[src/rtl/core/chc_pkg.sv]
// ----------------------------------------------------------------------------
// chc_pkg: shared types and constants for the cache hit checker
// Geometry constants, register indexes, request/response payloads and the
// tag store entry layout.
// ----------------------------------------------------------------------------
package chc_pkg;

    // Geometry
    localparam int MAX_LINES   = 64;
    localparam int LINE_BYTES  = 64;
    // floor(log2) of the line size and of the line count
    localparam int OFFSET_BITS = $clog2(LINE_BYTES + 1) - 1;
    localparam int LINE_IDX_W  = $clog2(MAX_LINES + 1) - 1;
    localparam int NUM_LINES   = 1 << LINE_IDX_W;
    localparam int LB_W        = $clog2(LINE_IDX_W + 1);
    localparam int ADDR_W      = 32;
    localparam int TAG_W       = ADDR_W - OFFSET_BITS;
    localparam int STAMP_W     = 32;
    localparam int COUNT_W     = 32;

    // Configuration port
    localparam int CFG_INDEX_W = 2;
    localparam int CFG_DATA_W  = 3;
    localparam logic [CFG_INDEX_W-1:0] REG_MAPPING_MODE = 2'd0;
    localparam logic [CFG_INDEX_W-1:0] REG_SPLIT_MODE   = 2'd1;
    localparam logic [CFG_INDEX_W-1:0] REG_LINES_LOG2   = 2'd2;
    localparam logic [2:0]             LINES_LOG2_RESET = 3'd6;

    // Request and response payloads
    typedef struct packed {
        logic [ADDR_W-1:0] address;
        logic              is_instruction;
    } req_t;

    typedef struct packed {
        logic               hit;
        logic [COUNT_W-1:0] access_count;
        logic [COUNT_W-1:0] hit_count;
    } rsp_t;

    // One tag store entry
    typedef struct packed {
        logic [TAG_W-1:0]   tag;
        logic [STAMP_W-1:0] stamp;
    } line_entry_t;

    // Lines in use: zero acts as one, clamp to the store size
    function automatic logic [LB_W-1:0] lines_bits(input logic [2:0] l);
        int v;
        v = int'(l);
        if (v < 1) v = 1;
        if (v > LINE_IDX_W) v = LINE_IDX_W;
        return LB_W'(v);
    endfunction

    // Saturating increment
    function automatic logic [COUNT_W-1:0] sat_inc(input logic [COUNT_W-1:0] v);
        return (&v) ? v : v + COUNT_W'(1);
    endfunction

endpackage

[src/rtl/core/chc_ram.sv]
// ----------------------------------------------------------------------------
// chc_ram: generic simple dual-port RAM
// One write port and one read port; read data is registered.
// ----------------------------------------------------------------------------
module chc_ram #(
    parameter int WIDTH = 8,
    parameter int DEPTH = 64
) (
    input  logic                     aclk,
    input  logic                     we,
    input  logic [$clog2(DEPTH)-1:0] waddr,
    input  logic [WIDTH-1:0]         wdata,
    input  logic [$clog2(DEPTH)-1:0] raddr,
    output logic [WIDTH-1:0]         rdata
);

    logic [WIDTH-1:0] mem_reg [DEPTH];
    logic [WIDTH-1:0] rdata_reg;

    // Write port and registered read
    always_ff @(posedge aclk) begin
        if (we) begin
            mem_reg[waddr] <= wdata;
        end
        rdata_reg <= mem_reg[raddr];
    end

    assign rdata = rdata_reg;

endmodule

[src/rtl/core/cache_hit_checker_dm_fa_fifo_unit.sv]
// ----------------------------------------------------------------------------
// cache_hit_checker_dm_fa_fifo_unit: direct-mapped / FIFO fully associative
// cache hit checker
// Decides hit or miss for one memory access per request and keeps running,
// saturating access and hit counts.
// ----------------------------------------------------------------------------
// Usage:
//   Requests arrive on s_valid/s_ready/s_data (address, instruction flag);
//   one response per request leaves on m_valid/m_ready/m_data (hit flag,
//   access count, hit count). Configuration is written through cfg_we,
//   cfg_index and cfg_data while the unit is idle.
//   A request walks its range of lines through the single read port of the
//   tag store, one line per cycle: one line in direct-mapped mode and every
//   line of the active range (up to 64) in fully associative mode. After
//   the scan, states S_LAST and S_UPDATE register the response; a new
//   request is taken the cycle after a response is registered.
//   Reset clears the valid bits of all lines at once (no clearing pass),
//   the counters and the configuration to its defaults.
//   While the receiver stalls, the finished response waits in the output
//   register; one more request may be accepted and is processed up to its
//   update step, where it waits until the output register is free.
// ----------------------------------------------------------------------------
module cache_hit_checker_dm_fa_fifo_unit (
    input  logic                              aclk,
    input  logic                              aresetn,
    // request channel
    input  logic                              s_valid,
    output logic                              s_ready,
    input  chc_pkg::req_t                     s_data,
    // response channel
    output logic                              m_valid,
    input  logic                              m_ready,
    output chc_pkg::rsp_t                     m_data,
    // configuration
    input  logic                              cfg_we,
    input  logic [chc_pkg::CFG_INDEX_W-1:0]   cfg_index,
    input  logic [chc_pkg::CFG_DATA_W-1:0]    cfg_data
);

    localparam int IW = chc_pkg::LINE_IDX_W;

    typedef enum logic [2:0] {
        S_IDLE,
        S_SETUP,
        S_SCAN,
        S_LAST,
        S_UPDATE
    } state_t;

    // Configuration registers
    logic       mapping_reg;
    logic       split_reg;
    logic [2:0] lines_log2_reg;

    // Sequencer and datapath registers
    state_t                            state_reg;
    chc_pkg::req_t                     req_reg;
    logic [chc_pkg::TAG_W-1:0]         tag_reg;
    logic [IW-1:0]                     cnt_reg;
    logic [IW-1:0]                     start_reg;
    logic [IW-1:0]                     last_reg;
    logic                              p_valid_reg;
    logic [IW-1:0]                     p_idx_reg;
    logic                              hit_reg;
    logic                              inv_found_reg;
    logic                              have_min_reg;
    logic [chc_pkg::STAMP_W-1:0]       min_stamp_reg;
    logic [IW-1:0]                     victim_reg;
    logic [chc_pkg::NUM_LINES-1:0]     line_valid_reg;
    logic [chc_pkg::STAMP_W-1:0]       access_clock_reg;
    logic [chc_pkg::COUNT_W-1:0]       access_total_reg;
    logic [chc_pkg::COUNT_W-1:0]       hit_total_reg;
    logic                              m_valid_reg;
    chc_pkg::rsp_t                     m_data_reg;

    // Setup logic
    logic [chc_pkg::LB_W-1:0]          lb;
    logic [chc_pkg::LB_W-1:0]          sb;
    logic [IW-1:0]                     ones;
    logic [IW-1:0]                     span_mask;
    logic [IW-1:0]                     base;
    logic [IW-1:0]                     dm_line;
    logic [chc_pkg::TAG_W-1:0]         addr_tag;

    // Compare logic
    chc_pkg::line_entry_t              rd_entry;
    chc_pkg::line_entry_t              wr_entry;
    logic                              vbit;
    logic                              tag_match;
    logic                              stamp_less;
    logic                              out_free;
    logic                              ram_we;
    logic [chc_pkg::COUNT_W-1:0]       access_total_next;
    logic [chc_pkg::COUNT_W-1:0]       hit_total_next;

    // Configuration writes
    always_ff @(posedge aclk) begin
        if (!aresetn) begin
            mapping_reg    <= 1'b0;
            split_reg      <= 1'b0;
            lines_log2_reg <= chc_pkg::LINES_LOG2_RESET;
        end else if (cfg_we) begin
            unique case (cfg_index)
                chc_pkg::REG_MAPPING_MODE: mapping_reg    <= cfg_data[0];
                chc_pkg::REG_SPLIT_MODE:   split_reg      <= cfg_data[0];
                chc_pkg::REG_LINES_LOG2:   lines_log2_reg <= cfg_data[2:0];
                default: ;
            endcase
        end
    end

    // Geometry of the active range for the latched request
    always_comb begin
        ones      = '1;
        lb        = chc_pkg::lines_bits(lines_log2_reg);
        sb        = split_reg ? lb - chc_pkg::LB_W'(1) : lb;
        span_mask = ~(ones << sb);
        base      = (split_reg && req_reg.is_instruction) ? (IW'(1) << sb) : '0;
        dm_line   = base | (req_reg.address[chc_pkg::OFFSET_BITS +: IW] & span_mask);
        addr_tag  = req_reg.address[chc_pkg::ADDR_W-1:chc_pkg::OFFSET_BITS]
                    >> (mapping_reg ? chc_pkg::LB_W'(0) : sb);
    end

    // Shared compare unit on the line read back from the tag store
    always_comb begin
        vbit       = line_valid_reg[p_idx_reg];
        tag_match  = vbit && (rd_entry.tag == tag_reg);
        stamp_less = rd_entry.stamp < min_stamp_reg;
    end

    assign out_free          = !m_valid_reg || m_ready;
    assign ram_we            = (state_reg == S_UPDATE) && out_free && !hit_reg;
    assign access_total_next = chc_pkg::sat_inc(access_total_reg);
    assign hit_total_next    = hit_reg ? chc_pkg::sat_inc(hit_total_reg) : hit_total_reg;
    assign wr_entry.tag      = tag_reg;
    assign wr_entry.stamp    = access_clock_reg;

    // Tag and fill stamp store
    chc_ram #(
        .WIDTH ($bits(chc_pkg::line_entry_t)),
        .DEPTH (chc_pkg::NUM_LINES)
    ) u_tag_ram (
        .aclk  (aclk),
        .we    (ram_we),
        .waddr (victim_reg),
        .wdata (wr_entry),
        .raddr (cnt_reg),
        .rdata (rd_entry)
    );

    // Sequencer, scan bookkeeping, counters and output register
    always_ff @(posedge aclk) begin
        if (!aresetn) begin
            state_reg        <= S_IDLE;
            p_valid_reg      <= 1'b0;
            hit_reg          <= 1'b0;
            inv_found_reg    <= 1'b0;
            have_min_reg     <= 1'b0;
            line_valid_reg   <= '0;
            access_clock_reg <= '0;
            access_total_reg <= '0;
            hit_total_reg    <= '0;
            m_valid_reg      <= 1'b0;
        end else begin
            p_valid_reg <= (state_reg == S_SCAN);
            p_idx_reg   <= cnt_reg;

            // response taken; an update step reloads the register itself
            if (m_valid_reg && m_ready && (state_reg != S_UPDATE)) begin
                m_valid_reg <= 1'b0;
            end

            // fold in the line read last cycle
            if (p_valid_reg) begin
                if (tag_match) begin
                    hit_reg <= 1'b1;
                end
                if (!inv_found_reg) begin
                    if (!vbit) begin
                        inv_found_reg <= 1'b1;
                        victim_reg    <= p_idx_reg;
                    end else if (!have_min_reg || stamp_less) begin
                        have_min_reg  <= 1'b1;
                        min_stamp_reg <= rd_entry.stamp;
                        victim_reg    <= p_idx_reg;
                    end
                end
            end

            unique case (state_reg)
                S_IDLE: begin
                    if (s_valid) begin
                        req_reg   <= s_data;
                        state_reg <= S_SETUP;
                    end
                end
                S_SETUP: begin
                    tag_reg       <= addr_tag;
                    hit_reg       <= 1'b0;
                    inv_found_reg <= 1'b0;
                    have_min_reg  <= 1'b0;
                    if (mapping_reg) begin
                        cnt_reg   <= base;
                        start_reg <= base;
                        last_reg  <= base | span_mask;
                    end else begin
                        cnt_reg   <= dm_line;
                        start_reg <= dm_line;
                        last_reg  <= dm_line;
                    end
                    state_reg <= S_SCAN;
                end
                S_SCAN: begin
                    if (cnt_reg == last_reg) begin
                        state_reg <= S_LAST;
                    end else begin
                        cnt_reg <= cnt_reg + IW'(1);
                    end
                end
                S_LAST: begin
                    state_reg <= S_UPDATE;
                end
                S_UPDATE: begin
                    if (out_free) begin
                        if (!hit_reg) begin
                            line_valid_reg[victim_reg] <= 1'b1;
                        end
                        if (mapping_reg) begin
                            access_clock_reg <= access_clock_reg + chc_pkg::STAMP_W'(1);
                        end
                        access_total_reg        <= access_total_next;
                        hit_total_reg           <= hit_total_next;
                        m_data_reg.hit          <= hit_reg;
                        m_data_reg.access_count <= access_total_next;
                        m_data_reg.hit_count    <= hit_total_next;
                        m_valid_reg             <= 1'b1;
                        state_reg               <= S_IDLE;
                    end
                end
                default: state_reg <= S_IDLE;
            endcase
        end
    end

    assign s_ready = (state_reg == S_IDLE);
    assign m_valid = m_valid_reg;
    assign m_data  = m_data_reg;

    // Checks
    a_hits_le_accesses: assert property (@(posedge aclk) disable iff (!aresetn)
        m_valid |-> (m_data.hit_count <= m_data.access_count))
        else $error("hit count above access count");

    a_valid_never_drops: assert property (@(posedge aclk) disable iff (!aresetn)
        $past(aresetn) |-> ($countones(line_valid_reg) >= $past($countones(line_valid_reg))))
        else $error("a line lost its valid mark");

    a_victim_in_range: assert property (@(posedge aclk) disable iff (!aresetn)
        (state_reg == S_UPDATE) |-> (victim_reg >= start_reg && victim_reg <= last_reg))
        else $error("replacement line outside the scanned range");

endmodule
[config.mk]
export PLATFORM = sky130hd
export DESIGN_NAME = cache_hit_checker_dm_fa_fifo_unit
export DESIGN_NICKNAME = d
export VERILOG_FILES = /design/src/rtl/core/chc_pkg.sv /design/src/rtl/core/chc_ram.sv /design/src/rtl/core/cache_hit_checker_dm_fa_fifo_unit.sv
export SDC_FILE = /design/constraint.sdc
export NUM_CORES = 2
export LEC_CHECK = 0
export BUFFER_PORTS_ARGS = -buffer_cell sky130_fd_sc_hd__buf_2
export CORE_MARGIN = 1.5
export CORE_UTILIZATION = 53
export CTS_BUF_LIST = sky130_fd_sc_hd__clkbuf_8 sky130_fd_sc_hd__clkbuf_16
export DETAILED_ROUTE_END_ITERATION = 12
export PLACE_DENSITY = 0.69
export SETUP_SLACK_MARGIN = 0.4
export SKIP_LAST_GASP = 1
export SYNTH_ARGS = -nofsm -noshare
export SYNTH_HDL_FRONTEND = slang
export SYNTH_SLANG_ARGS = --single-unit
[constraint.sdc]
create_clock -name aclk -period 11.8 [get_ports aclk]
set_input_delay 2.36 -clock aclk [delete_from_list [all_inputs] [get_ports aclk]]
set_output_delay 2.36 -clock aclk [all_outputs]
set_load 0.005 [all_outputs]
==> metrics.md <==
| Metric | Value |
|---|---|
| GRT overflow | 0 |
| WL met1 | ~150,000 um |
| Max reg flops | 3,712 |
| Total power | 0.0297 W |
| Reg clk slew, reported paths | 70 ps |
| Worst R2R End | u_tag_ram.rdata[6] |
| CTS tree | yes |
| Metal3 WL | 32,600 um |
| Antenna viol nets, final | 0 |
| Worst hold endpoint | min_stamp_reg[26] |
| Die X-Extent | 549 um |
| RSZ-0062 raised after global routing | false |
| Most common cell after layout, fill and taps aside | edfxtp_1 |
| Drt total wl | 384,000 um |
| RD Place Congestion | 0.799 |
| Hold Path Stages | 0 |
| Die Ht | 549 um |
| Sink Count | 4,117 |
| Initial DRC count | 10,200 |
| Synth Warn # | 0 |
| Min Hold Slack | between 400 and 500 ps |
| Post-CTS setup buffer count | 0 |
| Clk_skew | 71.3 ps |
| Fmax | 183 MHz |
| Highest Signal Layer | met5 |
| Die area | 302,000 sq um |
| Crit. End Element | flop |
| R2r startpoint | cnt_reg[0] |
| Vias/cell | 6.44 |
| Slew HR | 15.1% |
| Max-cap violations | 0 |
| Post-synth EDFFs | ~3,900 |
| Rows | 200 |
| Mapped Cells | slightly below 7,000 |
| Final Setup Violations | 0 |
| Sequential fraction of the synthesis area | 76.7% |
| Min-Delay Startpoint | u_tag_ram.rdata[26] |
| WL/cell | between 30 and 40 um |
| Fin nets | 7,356 |
| Largest net degree at the start of global routing | 131 |
| Worst Max-Slew Pin Slew | 1270 ps |
| DR vias | 74,400 |
| CP required | roughly 12,000 ps |
| Vias in the first global route | 75,100 |
| Core ar. | roughly 300,000 sq um |
| Share of post-route cells with drive strength above 1 | 29.4% |
| Total track usage | between 20% and 30% |
| Post-synth cell types | 65 |
| Final hold violations | 0 |
| Initial antenna violation count | 13 |
| Number of buffers added on ports | 103 |
| Setup slack, reg-to-reg | 7040 ps |
| Final worst-path cycle share | 46.2% |
| R2r worst-path depth | 6 |
| Top FF cell, synth | edfxtp_1 |
| CTS Buf Count | between 400 and 500 |
| Hold-fix buffers, CTS | 0 |
| Max FO, Critical Path | 40 |
| Clk root buf | clkbuf_16 |
| Crit path DAT | 5940 ps |
| First-pass GRT wire length | 547,000 um |
| Commonest cells after routing, fill and taps aside | edfxtp_1 (3,886), mux4_2 (1,204), clkbuf_16 (412) |
| Fin. max-slew vios | 0 |
| Setup_tns | 0 ps |
| Syn Area/Cell | 22.9 sq um |
| Static Leak | slightly above 50 nW |
| H-tree depth | 5 |
| Peak VDD IR | approximately 0.14 mV |
| Mapped Area | 158,000 sq um |
| Net Count, Synth | 6,973 |
| DRC Markers | 0 |
| Status | completed |
| Resized Gates After CTS | 0 |
| CTS Buffer Depth | 4 |
| Layout Utilization | approximately 60% |
| Metal2 WL | about 190,000 um |
| Min Tclk post-route | 5460 ps |
| Pre-Repair DR Iteration Count | 6 |
| Initial Utilization | between 50% and 60% |
| Nature of the critical path startpoint | input pin |
| Layout area overhead | 12.4% |
| Worst-skew pair later-pin latency | just over 900 ps |
| Post-DP HPWL | 198,000 um |
| Asr flop ratio synth | 0% |
| Yosys reg bits | 4,117 |
| I/O pin total | 110 |
| HP Class | flop to flop |
| Critical path class | input pin to flop |
| PwrDens | about 170 nW/um^2 |
[worst max-delay path by stage]
stage	cells after the start	end	start
2_1_floorplan	5	u_tag_ram.mem_reg[57][0]	m_ready
6_report	8	u_tag_ram.mem_reg[50][8]	m_ready
4_1_cts	8	u_tag_ram.mem_reg[50][8]	m_ready
3_5_place_dp	8	u_tag_ram.mem_reg[50][5]	m_ready
5_1_grt	8	u_tag_ram.mem_reg[50][8]	m_ready
3_3_place_gp	8	u_tag_ram.mem_reg[50][5]	m_ready
[per-stage QoR]
step	area, sq um	instances	worst slack [ps]
after floorplan	158000	6894	2470
after global placement	164000	10800	5490
after detailed placement	164000	10800	5500
after CTS	178000	11600	6440
after global routing	178000	11600	6190
final	178000	11600	6340
[Yosys cell counts (all sizes together), types with 43 or more instances]
cell / n / area, sq um
mux2i: 79 / 791
nand2: 123 / 462
edfxtp: 3886 / 117000
a21oi: 55 / 275
dfxtp: 231 / 4620
xnor2: 111 / 972
and2: 81 / 507
xor2: 74 / 648
buf: 155 / 786
nor2: 125 / 477
inv: 43 / 161
mux4: 1204 / 27100
nor2b: 64 / 400
nand3: 63 / 320
clkbuf: 197 / 739
o21a: 72 / 541
[final cells by class]
type,instances,area (sq um)
diodes,3,7.51
clock buffers,442,10700
clock inverters,301,2420
fillers,20300,119000
inverters,44,165
multi-input cells,2381,35600
flip-flops and latches,4117,121000
well taps,3939,4930
repair buffers,328,2450
[where the power goes]
| part | internal [W] | switching, W |
|---|---|---|
| combinational | 0.000481 | 0.000610 |
| clock | 0.00729 | 0.00541 |
| sequential | 0.0158 | 0.0000349 |
[logic make-up (layout without fill, tap and decap cells)]
family	count (synthesis)	after routing	synth area share, %
AOI/OAI and AO/OA	238	238	1.02
xor gates and xnor gates	185	185	1.02
adders and majority gates	36	36	0.285
buffers and inverters	396	1115	1.07
DFF	4117	4117	76.7
muxes	1308	1308	17.8
other	0	3	0
and+or+nand+nor	614	614	2.03
[worst max-delay path, cell delays in order]
cell      delay, ps
buf_2            90
nand2b_1        170
nand2_1          60
buf_4           290
nor3_1          320
nand2_1         570
nor2_4          990
buf_4          1000
[layer usage]
layer  global-route usage, %  up-vias
met3                    3.52      684
met2                    41.3     3629
met4                    8.10        4
met1                    36.7    40300
met5                       0        -
li1                        -    29900
Power figures use the tool's default switching activity.
